<file path="config.mk">
export PLATFORM = sky130hd
export DESIGN_NAME = char_code_bit_packer_top
export DESIGN_NICKNAME = d
export VERILOG_FILES = /design/src/design/ccbp_pkg.sv /design/src/design/char_code_bit_packer_top.sv /design/src/design/ccbp_pack.sv
export SDC_FILE = /design/constraint.sdc
export NUM_CORES = 1
export LEC_CHECK = 0
export BUFFER_PORTS_ARGS = -buffer_cell sky130_fd_sc_hd__buf_4
export CAP_MARGIN = 20
export CORE_MARGIN = 2
export CORE_UTILIZATION = 50
export CTS_BUF_LIST = sky130_fd_sc_hd__clkbuf_4 sky130_fd_sc_hd__clkbuf_8 sky130_fd_sc_hd__clkbuf_16
export DETAILED_ROUTE_END_ITERATION = 6
export GPL_TIMING_DRIVEN = 0
export PLACE_DENSITY = 0.79
export REMOVE_ABC_BUFFERS = 1
export SLEW_MARGIN = 10
export SYNTH_ARGS = -nofsm -noshare
export SYNTH_HDL_FRONTEND = slang
export SYNTH_SLANG_ARGS = --single-unit
</file>
<file path="constraint.sdc">
create_clock -name clk -period 4.4 [get_ports clk]
set_input_delay 0 -clock clk [delete_from_list [all_inputs] [get_ports clk]]
set_output_delay 0 -clock clk [all_outputs]
set_load 0.02 [all_outputs]
</file>
<file path="src/design/ccbp_pkg.sv">
`default_nettype none

package ccbp_pkg;

	typedef enum logic [1:0] {
		OP_CHAR  = 2'd0,
		OP_INT   = 2'd1,
		OP_FLUSH = 2'd2,
		OP_NONE  = 2'd3
	} op_t;

	localparam int CODE_W    = 10;
	localparam int LEN_W     = 4;
	localparam int ACC_W     = 39;
	localparam int MAX_BYTES = 4;

	localparam logic [5:0] ESC_CODE = 6'd63;
	localparam logic [3:0] SUB_OTHER = 4'd15;

	typedef struct packed {
		logic [LEN_W-1:0]  len;
		logic [CODE_W-1:0] code;
	} char_map_t;

	typedef struct packed {
		logic [8*MAX_BYTES-1:0] bytes;
		logic [2:0]             nbytes;
		logic                   bad;
		logic [6:0]             nxt_bits;
		logic [2:0]             nxt_count;
	} pack_res_t;

	function automatic char_map_t map_char(input logic [7:0] c, input logic upper);
		char_map_t  r;
		logic [5:0] x;
		logic [3:0] sub;
		logic       esc;
		logic       bad;
		x   = '0;
		sub = '0;
		esc = 1'b0;
		bad = 1'b0;
		priority if (c >= 8'h41 && c <= 8'h5a) begin
			x = 6'(c - 8'h41);
		end else if (c == 8'h2d) begin
			x = 6'd26;
		end else if (c == 8'h5f) begin
			x = 6'd27;
		end else if (c == 8'h25) begin
			x = 6'd28;
		end else if (c == 8'h20) begin
			x = 6'd29;
		end else if (c == 8'h2f) begin
			x = 6'd30;
		end else if (c == 8'h00) begin
			x = 6'd31;
		end else if (upper) begin
			bad = 1'b1;
		end else if (c >= 8'h61 && c <= 8'h7a) begin
			x = 6'(c - 8'h61) + 6'd32;
		end else if (c == 8'h28) begin
			x = 6'd58;
		end else if (c == 8'h29) begin
			x = 6'd59;
		end else if (c == 8'h26) begin
			x = 6'd60;
		end else if (c == 8'h2b) begin
			x = 6'd61;
		end else if (c == 8'h2c) begin
			x = 6'd62;
		end else begin
			esc = 1'b1;
			priority if (c >= 8'h30 && c <= 8'h39) begin
				sub = 4'(c - 8'h30);
			end else if (c == 8'h2e) begin
				sub = 4'd10;
			end else if (c == 8'h27) begin
				sub = 4'd11;
			end else begin
				sub = SUB_OTHER;
			end
		end
		if (bad) begin
			r.len  = 4'd0;
			r.code = '0;
		end else if (esc) begin
			r.len  = 4'd10;
			r.code = {sub, ESC_CODE};
		end else begin
			r.len  = upper ? 4'd5 : 4'd6;
			r.code = {4'd0, x};
		end
		return r;
	endfunction

endpackage

`default_nettype wire

</file>
<file path="src/design/char_code_bit_packer_top.sv">
// character code bit packer
// input channel: in_valid/in_stall with op, char_code, upper_only, int_value,
// int_width; a transfer happens when in_valid is high and in_stall is low
// output channel: out_valid/out_stall with out_byte, byte_valid, bad_char, last
// each input item gives 1 to 4 results; last marks the final one of the item
// an item that completes no byte gives one result with byte_valid low
// each item passes through the input register and then the result buffer
// throughput, with out_stall low: one item per cycle when each item gives one
// result; an n-byte item holds the result buffer, sending one byte per cycle
// the input register takes the next item while results are still draining
// receiver stall holds the current result and, once the input register is
// full, raises in_stall
// reset clears the partial byte, its bit count and all valid flags
`default_nettype none

module char_code_bit_packer_top
	import ccbp_pkg::*;
(
	input  wire logic        clk,
	input  wire logic        arst_n,
	input  wire logic        in_valid,
	output logic             in_stall,
	input  wire logic [1:0]  op,
	input  wire logic [7:0]  char_code,
	input  wire logic        upper_only,
	input  wire logic [31:0] int_value,
	input  wire logic [5:0]  int_width,
	output logic             out_valid,
	input  wire logic        out_stall,
	output logic [7:0]       out_byte,
	output logic             byte_valid,
	output logic             bad_char,
	output logic             last
);

	logic        vld_s1;
	logic [1:0]  op_s1;
	logic [7:0]  char_s1;
	logic        upper_s1;
	logic [31:0] ival_s1;
	logic [5:0]  iw_s1;

	logic [6:0]  pend_bits_q;
	logic [2:0]  pend_count_q;

	logic                   ob_valid_q;
	logic [8*MAX_BYTES-1:0] ob_bytes_q;
	logic [1:0]             ob_last_idx_q;
	logic [1:0]             ob_idx_q;
	logic                   ob_has_byte_q;
	logic                   ob_bad_q;

	pack_res_t res;
	logic      out_xfer;
	logic      ob_done;
	logic      load;
	logic      in_xfer;

	ccbp_pack u_pack (
		.op         (op_s1),
		.char_code  (char_s1),
		.upper_only (upper_s1),
		.int_value  (ival_s1),
		.int_width  (iw_s1),
		.pend_bits  (pend_bits_q),
		.pend_count (pend_count_q),
		.res        (res)
	);

	assign out_xfer = ob_valid_q & ~out_stall;
	assign ob_done  = out_xfer & (ob_idx_q == ob_last_idx_q);
	assign load     = vld_s1 & (~ob_valid_q | ob_done);
	assign in_stall = vld_s1 & ~load;
	assign in_xfer  = in_valid & ~in_stall;

	assign out_valid  = ob_valid_q;
	assign byte_valid = ob_has_byte_q;
	assign bad_char   = ob_bad_q;
	assign last       = (ob_idx_q == ob_last_idx_q);
	assign out_byte   = ob_has_byte_q ? ob_bytes_q[{ob_idx_q, 3'b000} +: 8] : 8'd0;

	always_ff @(posedge clk or negedge arst_n) begin
		if (!arst_n) begin
			vld_s1 <= 1'b0;
		end else if (in_xfer) begin
			vld_s1 <= 1'b1;
		end else if (load) begin
			vld_s1 <= 1'b0;
		end
	end

	always_ff @(posedge clk) begin
		if (in_xfer) begin
			op_s1    <= op;
			char_s1  <= char_code;
			upper_s1 <= upper_only;
			ival_s1  <= int_value;
			iw_s1    <= int_width;
		end
	end

	always_ff @(posedge clk or negedge arst_n) begin
		if (!arst_n) begin
			pend_bits_q   <= '0;
			pend_count_q  <= '0;
			ob_valid_q    <= 1'b0;
			ob_idx_q      <= '0;
			ob_last_idx_q <= '0;
			ob_has_byte_q <= 1'b0;
			ob_bad_q      <= 1'b0;
		end else if (load) begin
			pend_bits_q   <= res.nxt_bits;
			pend_count_q  <= res.nxt_count;
			ob_valid_q    <= 1'b1;
			ob_idx_q      <= '0;
			ob_last_idx_q <= (res.nbytes == 3'd0) ? 2'd0 : 2'(res.nbytes - 3'd1);
			ob_has_byte_q <= (res.nbytes != 3'd0);
			ob_bad_q      <= res.bad;
		end else if (ob_done) begin
			ob_valid_q <= 1'b0;
		end else if (out_xfer) begin
			ob_idx_q <= ob_idx_q + 2'd1;
		end
	end

	always_ff @(posedge clk) begin
		if (load) begin
			ob_bytes_q <= res.bytes;
		end
	end

endmodule

`default_nettype wire

</file>
<file path="src/design/ccbp_pack.sv">
`default_nettype none

module ccbp_pack
	import ccbp_pkg::*;
(
	input  wire logic [1:0]  op,
	input  wire logic [7:0]  char_code,
	input  wire logic        upper_only,
	input  wire logic [31:0] int_value,
	input  wire logic [5:0]  int_width,
	input  wire logic [6:0]  pend_bits,
	input  wire logic [2:0]  pend_count,
	output pack_res_t        res
);

	char_map_t        cm;
	logic [5:0]       iw_sat;
	logic [31:0]      int_mask;
	logic [31:0]      code;
	logic [5:0]       len;
	logic [ACC_W-1:0] acc;
	logic [ACC_W-1:0] rest;
	logic [5:0]       total;
	logic             is_bad;

	always_comb begin
		cm       = map_char(char_code, upper_only);
		iw_sat   = (int_width > 6'd32) ? 6'd32 : int_width;
		int_mask = ~(32'hffff_ffff << iw_sat);
		code     = '0;
		len      = '0;
		is_bad   = 1'b0;
		unique case (op_t'(op))
			OP_CHAR: begin
				code   = {22'd0, cm.code};
				len    = {2'd0, cm.len};
				is_bad = (cm.len == 4'd0);
			end
			OP_INT: begin
				code = int_value & int_mask;
				len  = iw_sat;
			end
			OP_FLUSH, OP_NONE: begin
				code = '0;
				len  = '0;
			end
			default: begin
				code = '0;
				len  = '0;
			end
		endcase

		acc   = {32'd0, pend_bits} | ({7'd0, code} << pend_count);
		total = {3'd0, pend_count} + len;
		rest  = acc >> {total[5:3], 3'b000};

		res.bad = is_bad;
		if (op_t'(op) == OP_FLUSH) begin
			res.bytes     = {24'd0, 1'b0, pend_bits};
			res.nbytes    = (pend_count != 3'd0) ? 3'd1 : 3'd0;
			res.nxt_bits  = '0;
			res.nxt_count = '0;
		end else begin
			res.bytes     = acc[8*MAX_BYTES-1:0];
			res.nbytes    = total[5:3];
			res.nxt_bits  = rest[6:0];
			res.nxt_count = total[2:0];
		end
	end

endmodule

`default_nettype wire
</file>
Yosys cells after proc, flatten, opt, wreduce, memory -nomap -nowiden. Cells that the tools add are included. W data, S select, Z words.

Bits of input ports: 53. Register bits: 99. Output and inout bits: 13. Logic and storage cells: 149.

Bitwise logic cells: 13. Multiplexer cells: 72. Add/sub/neg operators: 7. Shifts and indexed selects: 4. Equality and inequality tests: 17. Reduce and logical (&&, ||, !) cells: 14. $lt $le $gt $ge: 7.

Operators by type and width (count): $pmux W32 S3 (1); $mux W6 (15); $eq A8 B6 Y1 const B (11); $mux W4 (16); $or A7 B39 Y39 (1); $shl A32 B3 Y39 (1); $shr A39 B6 Y7 (1); $and A32 B32 Y32 (1); $not A32 Y32 (1); $shiftx A32 B6 Y8 (1); $shl A32 B6 Y32 const A (1); $mux W1 (28); $mux W14 (2); $mux W10 (2); $pmux W6 S3 (1); $ge A8 B7 Y1 const B (2); $le A8 B7 Y1 const B (2); $mux W2 (5); $eq A8 B7 Y1 const B (1); $ge A8 B6 Y1 const B (1); $le A8 B6 Y1 const B (1); $logic_not A8 Y1 (1); $mux W8 (1); $add A3 B6 Y6 (1); 23 further kinds (36).

Logic depth before layout (Yosys ltp). Gate-level depths: netlist of run 1.

Depth in word-level cells: 26. Mapped depth: 19. Gate-level depth less buffers: 17.

Modules after synthesis. From an unflattened synthesis of run 1, not the netlist that was laid out.

Cell total of the unflattened synthesis: 677. Area, all modules: 6897.9 um^2.

Modules (own cells, without submodules): char_code_bit_packer_top (cells an instance 166, area each 3554.7 um^2, instances 1, sequential area each 2882.8 um^2); ccbp_pack (cells an instance 511, area each 3343.2 um^2, instances 1, sequential area each 0.0 um^2).

Worst setup path before layout of run 1. No wires, ideal clock.

Path type: reg-to-reg. Start point: register char_s1[1]. End point: register pend_bits_q[6]. Arrival time: 4.076 ns. Library setup time: 0.124 ns. Stages on the path, launching flop included: 18. Required time: 4.276 ns. Path slack: 0.201 ns. Path buffers: 1. Clock period less this slack: 4.199 ns. Cells stage by stage: edfxtp_1 -> inv_1 -> ha_1 -> clkbuf_1 -> nand2b_1 -> o221ai_2 -> a31oi_2 -> nor2_1 -> o21ai_0 -> ha_1 -> fa_1 -> a21oi_1 -> nor2b_1 -> xnor2_1 -> o32ai_2 -> nor2_1 -> a221o_1 -> a211o_1.

Longest elaborated chain between the ends: 25. Elaborated cells between the ends (all ways): 87. Classes of those cells: add/sub: 5; order compare: 6; eq/ne: 12; shift: 2; mux: 57; bitwise: 1; reduce/logical: 4.

Ends and longest elaborated chain: start, declared (RTL line char_code_bit_packer_top.sv:38) `logic [7:0] char_s1;`; start signal, assigned (RTL line char_code_bit_packer_top.sv:95) `char_s1 <= char_code;`; branches (longest 19 deep; another with $ge A8 B6 Y1); $mux W14 * (RTL line ccbp_pkg.sv:83) `if (bad) begin`; $pmux W32 S3 (RTL line ccbp_pack.sv:33) `unique case (op_t'(op))`; $shl A32 B3 Y39 (RTL line ccbp_pack.sv:53) `acc = {32'd0, pend_bits} | ({7'd0, code} << pend_count);`; $or A7 B39 Y39 (RTL line ccbp_pack.sv:53); $shr A39 B6 Y7 * (RTL line ccbp_pack.sv:55) `rest = acc >> {total[5:3], 3'b000};`; $mux W10 * (RTL line ccbp_pack.sv:58) `if (op_t'(op) == OP_FLUSH) begin`; end signal, assigned (RTL line char_code_bit_packer_top.sv:112) `pend_bits_q <= res.nxt_bits;`; end, declared (RTL line char_code_bit_packer_top.sv:43) `logic [6:0] pend_bits_q;`.

Every way passes the cells marked *. A chain may end at the register's enable or synchronous reset.

Worst setup path in the final report of run 1.
Start point: register char_s1[1]. End point: register pend_bits_q[5].

Same word-level chain as after synthesis.

==> results of run 1 <==
==> area by class of cell <==
type / count / area [um^2]
Timing Repair Buffer: 142 / 1300
Tap cell: 176 / 220
Sequential cell: 99 / 2880
Multi-Input combinational cell: 495 / 3730
Clock buffer: 10 / 233
Fill cell: 1004 / 4650
Clock inverter: 6 / 114
Inverter: 15 / 56.3
==> cells in the mapped netlist, types with 8 or more instances <==
| cell type | n | area [um^2] |
|---|---|---|
| nand3_1 | 25 | 125 |
| dfrtp_1 | 18 | 450 |
| nor3_1 | 14 | 70.1 |
| nand2b_1 | 12 | 75.1 |
| a31oi_1 | 12 | 75.1 |
| buf_2 | 8 | 40.0 |
| o211ai_1 | 13 | 97.6 |
| buf_1 | 13 | 48.8 |
| and2_1 | 13 | 81.3 |
| clkbuf_1 | 29 | 109 |
| and3_1 | 8 | 50.1 |
| nand2_1 | 52 | 195 |
| a22oi_1 | 9 | 67.6 |
| edfxtp_1 | 81 | 2430 |
| nor2_1 | 52 | 195 |
| mux4_2 | 15 | 338 |
| a21oi_1 | 38 | 190 |
| o21ai_0 | 34 | 170 |
| mux2i_1 | 28 | 280 |
| inv_1 | 14 | 52.6 |
| ha_1 | 8 | 100 |
==> worst max-delay path, stage by stage, from the launching register on <==
cell	delay, ns
edfxtp_1	0.44
inv_1	0.13
ha_2	0.25
nand2b_2	0.25
o221ai_2	0.36
and3_4	0.33
and2_4	0.18
o22ai_1	0.09
ha_1	0.44
a21oi_4	0.24
nor2b_1	0.10
xnor2_2	0.23
o32ai_4	0.15
buf_4	0.21
nor3_1	0.19
nand4_1	0.23
a221oi_2	0.27
a211o_1	0.12
==> layer usage <==
metal	global-route usage	vias up	part of all wire
met5	0	-	0
met4	0.106	0	0.026
met3	0.0599	42	0.086
met2	0.443	337	0.47
met1	0.381	2886	0.42
li1	-	2762	-
==> stage by stage <==
stage / instances / setup TNS (ns)
after floorplan: 609 / 0
after global placement: 850 / -2.92
after global routing: 943 / -0.362
after CTS: 930 / -0.0130
final: 943 / 0
after detailed placement: 854 / -3.14
==> power by group through the flow <==
stage	clock network, W	registers, W	logic (W)
floorplan	0	0.00179	0.00167
global placement	0	0.00190	0.00226
detailed placement	0	0.00189	0.00240
CTS	0.000923	0.00187	0.00253
global route	0.000959	0.00188	0.00294
finish	0.000910	0.00184	0.00274
==> layout by cell type, fill, tap and decap left out, types with 5 or more instances in the layout <==
cell type / netlist / layout
ha_1: 8 / 6
a31oi_1: 12 / 12
mux2i_1: 28 / 28
edfxtp_1: 81 / 81
a211oi_1: 7 / 6
dlygate4sd3_1: 0 / 51
mux2_2: 7 / 7
dfrtp_1: 18 / 18
o21ai_1: 5 / 6
o211ai_1: 13 / 13
a211o_1: 6 / 6
nand2_1: 52 / 52
and3_1: 8 / 7
clkbuf_16: 0 / 10
a32oi_1: 7 / 6
buf_4: 1 / 83
o21a_1: 5 / 5
mux4_2: 15 / 15
or2_2: 7 / 7
nor3_1: 14 / 14
a21o_1: 7 / 7
nand2b_1: 12 / 11
a21oi_1: 38 / 36
nor2_1: 52 / 49
nand3_1: 25 / 25
and2_1: 13 / 12
inv_1: 14 / 13
o21ai_0: 34 / 33
a22oi_1: 9 / 9
nor2b_1: 7 / 7
nor4_1: 5 / 5
==> flip-flops by register name, indices dropped and copies added (netlist names) <==
signal         cells
ob_idx_q           2
iw_s1              6
bad_char           1
upper_s1           1
char_s1            8
pend_count_q       3
ob_last_idx_q      2
pend_bits_q        7
out_valid          1
ival_s1           32
op_s1              2
byte_valid         1
vld_s1             1
ob_bytes_q        32
==> timing repair <==
item / CTS / global route
hold buffers: 51 / 0
gates resized for setup: 15 / 17
hold endpoints to repair: 68 / 0
pin swaps: 3 / 4
setup buffers: 9 / 10
setup endpoints to repair: 8 / 7
==> cells by family (layout without fill, tap and decap cells) <==
logic type	after synthesis	after routing	share of synthesized area
and+or+nand+nor	221	221	0.169
AOI/OAI and AO/OA	205	205	0.227
DFF	99	99	0.430
buffers and inverters	66	173	0.0390
muxes	50	50	0.104
xor gates and xnor gates	10	10	0.0131
adders and majority gates	9	9	0.0179
==> worst min-delay path by stage <==
stage,cells after the start,endpoint,startpoint,slack (ns)
floorplan,0,bad_char,arst_n,-0.30
detailed placement,1,ob_idx_q[0],arst_n,-0.10
CTS,3,ob_idx_q[0],out_stall,0.02
finish,3,ob_idx_q[0],out_stall,0.04
global placement,1,ob_idx_q[0],arst_n,-0.1
global route,3,ob_idx_q[0],out_stall,0.06
==> summary.txt, run 1 <==
Run status - complete, but fails checks
Failing checks - DRC
Clk_lat worst skew - 0.36 ns
Maximum vdd drop - 0.000535 V
Overall Power - 0.00549 W
Setup slack, reg-to-reg - 0.11 ns
Fraction of layout cells with a size suffix above 1 - 0.227
Synth Flop Type - edfxtp_1
# rows - 42
Cts bufs inserted - 9
YS warnings - 0
# diodes - 0
Slew @ Worst Pin - 1.15 ns
CTS H-tree lvls - 3
Yosys cell types - 84
LEAKAGE - 3.26 nW
Net Sw Power - 0.00229 W
Crit path capture - pend_bits_q[5]
Area grow syn2layout - 27.5%
Fin crit share - 0.974
R2r endpoint - pend_bits_q[5]
Finished Core Util - 0.648
Worst setup SP type - flop
DP Worst Slack - -0.593 ns
Avg Cell Area, Syn - 10.2 um^2
Worst setup EP type - flop
Combinational share of power - 0.500
Pin count of the biggest net entering global routing - 42
Detailed Routing Iterations Pass 1 - 7
Ports - 66
Root Buffer - clkbuf_16
Placed Area - 7290 um^2
Fin crit period - 4.29 ns
Number of synthesized flops with an enable pin - 81
Clock tree from TritonCTS - done
Syn Inst Count - 660
First-pass GRT wire length - 31200 um
Power density over the cells - 643 nW/um^2
Ys async rst share - 0.182
Seq/Total Area, Yosys - 0.430
Core area - 13200 um^2
Die H - 120 um
WL/cell - 21.0 um
# setup viols final - 0
Slew headroom - 0.234
Routed vias - 6027
Slew Limit Fails - 0
Critical Setup Path Class - flop to flop
P_int - 0.00320 W
Final wirelength - 19800 um
# clock sinks - 99
Gr usage total - 0.280
DRC viols - 8
Critical path fanouts, max - 9
Grt ovf - 0
Max Fclk - 0.233 GHz
Worst r2r src - char_s1[1]
Detailed Place HPWL - 13200 um
Min Hold Slack - 0.0408 ns
Part of the power in registers - 0.335
Clk pwr share - 0.166
IO buf count - 65
Critical Path RT - 4.70 ns
Design area - 8540 um^2
Cell Area, Synth - 6700 um^2
Final ANT Viol Nets - 0
Post-Route Skew - 0.00899 ns
Fin nets - 824
Final Hold Viols - 0
R2R cell count - 17
Max Cap Viol - 0
Clk buf depth - 2
Net Sw Frac - 0.418
Initial DRC Count - 757
Initial core utilization - 0.508
DR vias/cell - 6.39
Clk pin slew, worst setup/hold paths - 0.07 ns
Die width - 120 um
Setup WS post-layout - 0.114 ns
Vias in the first global route - 5778
Die area - 14300 um^2
Placer Congestion - 0.936
Yosys reg bits - 99
Hold Path Class - primary input to flop
Worst Path Arrival - 4.59 ns
Worst Setup SP - char_s1[1]
Unrepaired setup endpoints after global routing - yes
Initial antenna violation count - 0
Note: power is estimated with default switching activity, not from simulation.
==> inputs of run 2 (changes only) <==
- GPL_TIMING_DRIVEN: 0 -> not set
- MAX_ROUTING_LAYER: not set -> met4
==> run 2 against run 1 <==
Against the previous run:
- the flow now finishes without violations
- cell area fell by 2.4%
- clock power fell by 11%
- flip-flop and latch count did not move
- sequential share of layout area rose by 0.84 points
- core utilization fell by 1.6 points
- sequential power fell by 4%
- combinational power fell by 1%
- count of clock-buffer cells in the layout did not move
- critical endpoint is now pend_bits_q[6]
- largest cell class unchanged
- largest power group unchanged
==> summary.txt, run 2 (synthesis results as in run 1) <==
Run status - complete, no violations
Fin crit share - 0.932 (-0.0424)
First-pass GRT wire length - 32100 um (+2.9%)
Fin crit period - 4.10 ns (-0.186 ns)
Fill count - 1063 (+5.9%)
Biggest regs - ival_s1 x32, ob_bytes_q x32, char_s1 x8
Initial DRC Count - 808 (+6.7%)
Overall Power - 0.00529 W (-3.7%)
Max Fclk - 0.244 GHz (+4.5%)
Min Hold Slack - 0.0592 ns (+0.0184 ns)
Clk buf depth - 2 (unchanged)
Core area - 13200 um^2 (unchanged)
Worst r2r src - char_s1[0]
Worst setup SP type - flop
DRC viols - 0 (-8)
Slew Limit Fails - 0 (unchanged)
Die width - 120 um (unchanged)
Post-Route Skew - 0.00868 ns (-0.000310 ns)
Initial antenna violation count - 0 (unchanged)
WL met3 - 1490 um (-12%)
Final ANT Viol Nets - 0 (unchanged)
# clock sinks - 99 (unchanged)
Worst setup EP type - flop
Initial core utilization - 0.508 (unchanged)
Pin count of the biggest net entering global routing - 50 (+19%)
LEAKAGE - 3.23 nW (-0.80%)
IO buf count - 65 (unchanged)
Ports - 66 (unchanged)
Critical Setup Path Class - flop to flop
DR vias/cell - 6.32 (-1.1%)
Area grow syn2layout - 24.4%
Hold Path Class - primary input to asynchronous set/reset pin
Clk_lat worst skew - 0.36 ns (about the same)
Worst Setup SP - char_s1[0]
Root Buffer - clkbuf_16
R2R cell count - 15 (-2)
Most frequent cells in the layout - buf_4, edfxtp_1, nor2_1, nand2_1, dlygate4sd3_1
Setup slack, reg-to-reg - 0.30 ns (+0.19 ns)
Cts bufs inserted - 9 (unchanged)
Die area - 14300 um^2 (unchanged)
Critical Path RT - 4.65 ns (-0.05 ns)
Metal-1 WL - 8710 um (+5.6%)
Leading cell type in the layout, fill and taps excluded - buf_4
Fin nets - 836 (+1.5%)
Routed vias - 6035 (+0.13%)
Fraction of layout cells with a size suffix above 1 - 0.220 (-0.00735)
Die H - 120 um (unchanged)
Critical path fanouts, max - 7 (-2)
Slew @ Worst Pin - 0.828 ns (-0.321 ns)
Wire length on met2 - 9200 um (-1.4%)
Detailed Place HPWL - 14300 um (+8.2%)
Max Cap Viol - 0 (unchanged)
Placer Congestion - 0.997 (+6.6%)
Crit path capture - pend_bits_q[6]
CTS H-tree lvls - 3 (unchanged)
WL/cell - 20.7 um (-1.3%)
Vias in the first global route - 5887 (+1.9%)
# rows - 42 (unchanged)
Unrepaired setup endpoints after global routing - no
Finished Core Util - 0.632 (-0.0157)
Slew headroom - 0.441 (+0.207)
Grt ovf - 0 (unchanged)
Gr usage total - 0.297 (+0.0163)
R2r endpoint - pend_bits_q[6]
Detailed Routing Iterations Pass 1 - 6 (-1)
Highest routed metal layer - met4
Power density over the cells - 634 nW/um^2 (-1.3%)
Final Hold Viols - 0 (unchanged)
# setup viols final - 0 (unchanged)
Maximum vdd drop - 0.000328 V (-39%)
Clock tree from TritonCTS - done
# diodes - 0 (unchanged)
Final TNS setup - 0 ns (unchanged)
Worst Path Arrival - 4.35 ns (-0.24 ns)
Final wirelength - 19800 um (about the same)
Clk pin slew, worst setup/hold paths - 0.07 ns (about the same)
[run 2: cell count changes in the layout (fill, tap and decap cells not counted), sizes merged]
cell	before	now
clkinv	1	2
inv	15	17
buf	90	103
clkinvlp	2	1
clkbuf	11	10
bufinv	3	1
[run 2: routing by layer]
layer  vias up  GRT usage
li1       2785          -
met1      2875      0.416
met2       349      0.447
met3        26     0.0480
met4         0     0.0904
met5         -          -
[run 2: worst max-delay path, cell delays in order, from the launching register on]
cell	delay [ns]
edfxtp_1	0.48
ha_1	0.32
and4_1	0.24
a32oi_1	0.24
a31oi_2	0.16
nor2_1	0.15
o21ai_0	0.10
ha_1	0.21
fa_1	0.41
a21oi_1	0.19
nor2b_1	0.08
xnor2_1	0.16
o32ai_2	0.40
nor2_1	0.19
a221o_1	0.38
a211o_1	0.28
[run 2: cell type report]
cell class | count | area [um^2] | share of cell area
Multi-Input combinational cell | 495 | 3580 | 0.429
Sequential cell | 99 | 2880 | 0.346
Timing Repair Buffer | 154 | 1300 | 0.155
Clock buffer | 10 | 233 | 0.0279
Tap cell | 176 | 220 | 0.0264
Clock inverter | 6 | 72.6 | 0.00870
Inverter | 15 | 56.3 | 0.00675
[run 2: report_power, final]
| group | total, W | switching (W) | internal, W |
|---|---|---|---|
| clock | 0.000809 | 0.000356 | 0.000453 |
| sequential | 0.00177 | 0.000282 | 0.00149 |
| combinational | 0.00270 | 0.00161 | 0.00109 |
| total | 0.00529 | 0.00225 | 0.00304 |
[run 2: through the flow]
| step | worst slack (ns) | instances | cell area, um^2 |
|---|---|---|---|
| 5_1_grt | 0.0380 | 955 | 8340 |
| 3_3_place_gp | 0.297 | 886 | 7480 |
| 2_1_floorplan | 0.203 | 609 | 6500 |
| 6_report | 0.301 | 955 | 8340 |
| 3_5_place_dp | 0.213 | 886 | 7480 |
| 4_1_cts | 0.204 | 953 | 8290 |
[run 2: what timing repair did]
| action | CTS | global route |
|---|---|---|
| hold buffers | 51 | 0 |
| setup endpoints to repair | 0 | 5 |
| hold endpoints to repair | 68 | 0 |
| buffers inserted | 0 | 1 |
| gates resized for setup | 0 | 3 |
[run 2: how the worst min path moves through the flow]
stage | start | to | slack, ns | cells past startpoint
2_1_floorplan | arst_n | bad_char | -0.30 | 0
3_3_place_gp | arst_n | ob_idx_q[1] | -0.11 | 1
3_5_place_dp | arst_n | ob_idx_q[0] | -0.10 | 1
4_1_cts | out_stall | ob_idx_q[1] | 0.05 | 4
5_1_grt | out_stall | ob_idx_q[0] | 0.06 | 3
6_report | arst_n | pend_bits_q[5] | 0.06 | 2
==> inputs of run 3 (changes only) <==
- CORE_MARGIN: 2 -> 4
- CTS_CLUSTER_DIAMETER: not set -> 40
==> run 3 against run 2 <==
Against the previous run:
- non-clock buffer count shrank 5
- critical path depth grew 1
- combinational power is essentially flat
- via count is essentially flat
- count of clock-buffer cells in the layout shrank 1
- cell area shrank 0.54%
- worst hold slack lost 0.013 ns
- register-to-register slack lost 0.07 ns
- largest cell class unchanged
- sequential share of layout area grew 0.19 points
- global-route usage shrank 2.3 points
- setup slack lost 0.073 ns
- clock skew is essentially flat
==> summary.txt, run 3 (synthesis results as in run 1) <==
P_int - 0.00301 W (-0.96%)
Gr usage total - 0.274 (-0.0230)
Die area - 15300 um^2 (+6.8%)
Finished Core Util - 0.629 (-0.00341)
# setup viols final - 0 (unchanged)
WL/cell - 21.1 um (+1.8%)
Core area - 13200 um^2 (unchanged)
Pin count of the biggest net entering global routing - 50 (unchanged)
Final wirelength - 20100 um (+1.4%)
Clk pin slew, worst setup/hold paths - 0.07 ns (about the same)
Net Sw Power - 0.00225 W (+0.11%)
Final ANT Viol Nets - 0 (unchanged)
Clock tree from TritonCTS - done
Root Buffer - clkbuf_16
Run status - complete, no violations
Part of the power in registers - 0.334 (about the same)
Final Hold Viols - 0 (unchanged)
Biggest regs - ival_s1 x32, ob_bytes_q x32, char_s1 x8
Detailed Place HPWL - 13700 um (-4.1%)
Cts bufs inserted - 9 (unchanged)
# clock sinks - 99 (unchanged)
Post-Route Skew - 0.00836 ns (-0.000321 ns)
Worst setup SP type - flop
Leading cell type in the layout, fill and taps excluded - buf_4
Critical Setup Path Class - flop to flop
Routed vias - 6029 (-0.099%)
Slew headroom - 0.385 (-0.0561)
Ports - 66 (unchanged)
Slew Limit Fails - 0 (unchanged)
Initial antenna violation count - 1 (+1)
Critical path fanouts, max - 14 (+7)
Most frequent cells in the layout - buf_4, edfxtp_1, nor2_1, nand2_1, dlygate4sd3_1
Worst Path Arrival - 4.42 ns (+0.07 ns)
Detailed Routing Iterations Pass 1 - 6 (unchanged)
Critical Path RT - 4.64 ns (about the same)
IO buf count - 65 (unchanged)
Design area - 8290 um^2 (-0.54%)
Fin nets - 831 (-0.60%)
Vias in the first global route - 5746 (-2.4%)
Net Sw Frac - 0.429 (+0.00263)
DP Worst Slack - 0.0305 ns (-0.182 ns)
Maximum vdd drop - 0.000463 V (+41%)
Fraction of layout cells with a size suffix above 1 - 0.213 (-0.00633)
Power density over the cells - 634 nW/um^2 (about the same)
Clk pwr share - 0.150 (-0.003)
Hold Path Class - primary input to flop
Placer Congestion - 0.968 (-2.9%)
Die width - 124 um (+3.3%)
Slew @ Worst Pin - 0.922 ns (+0.0940 ns)
# rows - 42 (unchanged)
Max Cap Viol - 0 (unchanged)
Grt ovf - 0 (unchanged)
DRC viols - 0 (unchanged)
Fill count - 1081 (+1.7%)
Worst setup EP type - flop
Setup WS post-layout - 0.227 ns (-0.0735 ns)
CTS H-tree lvls - 3 (unchanged)
Die H - 124 um (+3.3%)
First-pass GRT wire length - 31200 um (-2.8%)
Placed Area - 7420 um^2 (-0.70%)
Clk buf depth - 2 (unchanged)
Fin crit period - 4.17 ns (+0.0735 ns)
DR vias/cell - 6.34 (+0.32%)
Combinational share of power - 0.516 (+0.004)
Clk_lat worst skew - 0.36 ns (about the same)
Initial DRC Count - 940 (+16%)
Initial core utilization - 0.508 (unchanged)
LEAKAGE - 3.21 nW (-0.68%)
Fin crit share - 0.948 (+0.0167)
Final TNS setup - 0 ns (unchanged)
Max Fclk - 0.240 GHz (-1.8%)
Area grow syn2layout - 23.7%
run 3: power by group through the flow:
stage / clock network, W / logic, W / registers (W)
final: 0.000790 / 0.00271 / 0.00176
after global routing: 0.000840 / 0.00292 / 0.00180
after CTS: 0.000797 / 0.00262 / 0.00176
after detailed placement: 0 / 0.00257 / 0.00178
after global placement: 0 / 0.00253 / 0.00176
after floorplan: 0 / 0.00167 / 0.00179
run 3: metal layers:
| metal | share of wire | track usage | vias to the layer above | routed length [um] |
|---|---|---|---|---|
| li1 | - | - | 2779 | - |
| met1 | 0.42 | 0.374 | 2830 | 8520 |
| met2 | 0.46 | 0.413 | 374 | 9220 |
| met3 | 0.091 | 0.0550 | 46 | 1830 |
| met4 | 0.025 | 0.0865 | 0 | 500 |
| met5 | 0 | - | - | 0 |
run 3: repair_timing:
item,4_1_cts,5_1_grt
hold buffers,51,0
hold endpoints to repair,68,0
buffers inserted,0,3
endpoints found under the setup margin,0,7
gates resized for setup,0,3
run 3: through the flow:
stage | total power [W] | cells | hold slack (ns)
after CTS | 0.00517 | 946 | 0.0388
after global routing | 0.00556 | 951 | 0.0530
after floorplan | 0.00346 | 609 | -0.296
final | 0.00526 | 951 | 0.0461
after detailed placement | 0.00434 | 879 | -0.105
after global placement | 0.00429 | 879 | -0.108
run 3: critical path, stage by stage, from the launching register on:
cell      delay, ns
edfxtp_1       0.47
ha_1           0.32
and4_1         0.27
a32oi_2        0.32
a31oi_2        0.15
nor2_1         0.14
o21ai_0        0.10
ha_1           0.22
fa_1           0.40
a21oi_1        0.20
nor2b_1        0.09
xnor2_1        0.16
o32a_2         0.49
nand2_1        0.18
nor2_1         0.06
a32o_1         0.26
o31a_1         0.23
run 3: final timing paths:
check,slack (ns),endpoint,from,cells after the start
max,0.23,pend_bits_q[1],char_s1[0],16
min reg2reg,0.50,ob_last_idx_q[0],ob_last_idx_q[0],2
max in group asynchronous,4.12,ob_last_idx_q[1],arst_n,2
min,0.05,ob_idx_q[0],out_stall,3
max reg2reg,0.23,pend_bits_q[1],char_s1[0],16
min in group asynchronous,0.07,pend_bits_q[3],arst_n,2
run 3: area by class of cell:
type / count / area (um^2) / share of cell area
repair buffers: 149 / 1260 / 0.152
well taps: 176 / 220 / 0.0266
inverters: 15 / 56.3 / 0.00679
clock buffers: 9 / 225 / 0.0272
multi-input cells: 495 / 3580 / 0.432
clock inverters: 7 / 67.6 / 0.00815
diodes: 1 / 2.50 / 0.000302
flip-flops and latches: 99 / 2880 / 0.348
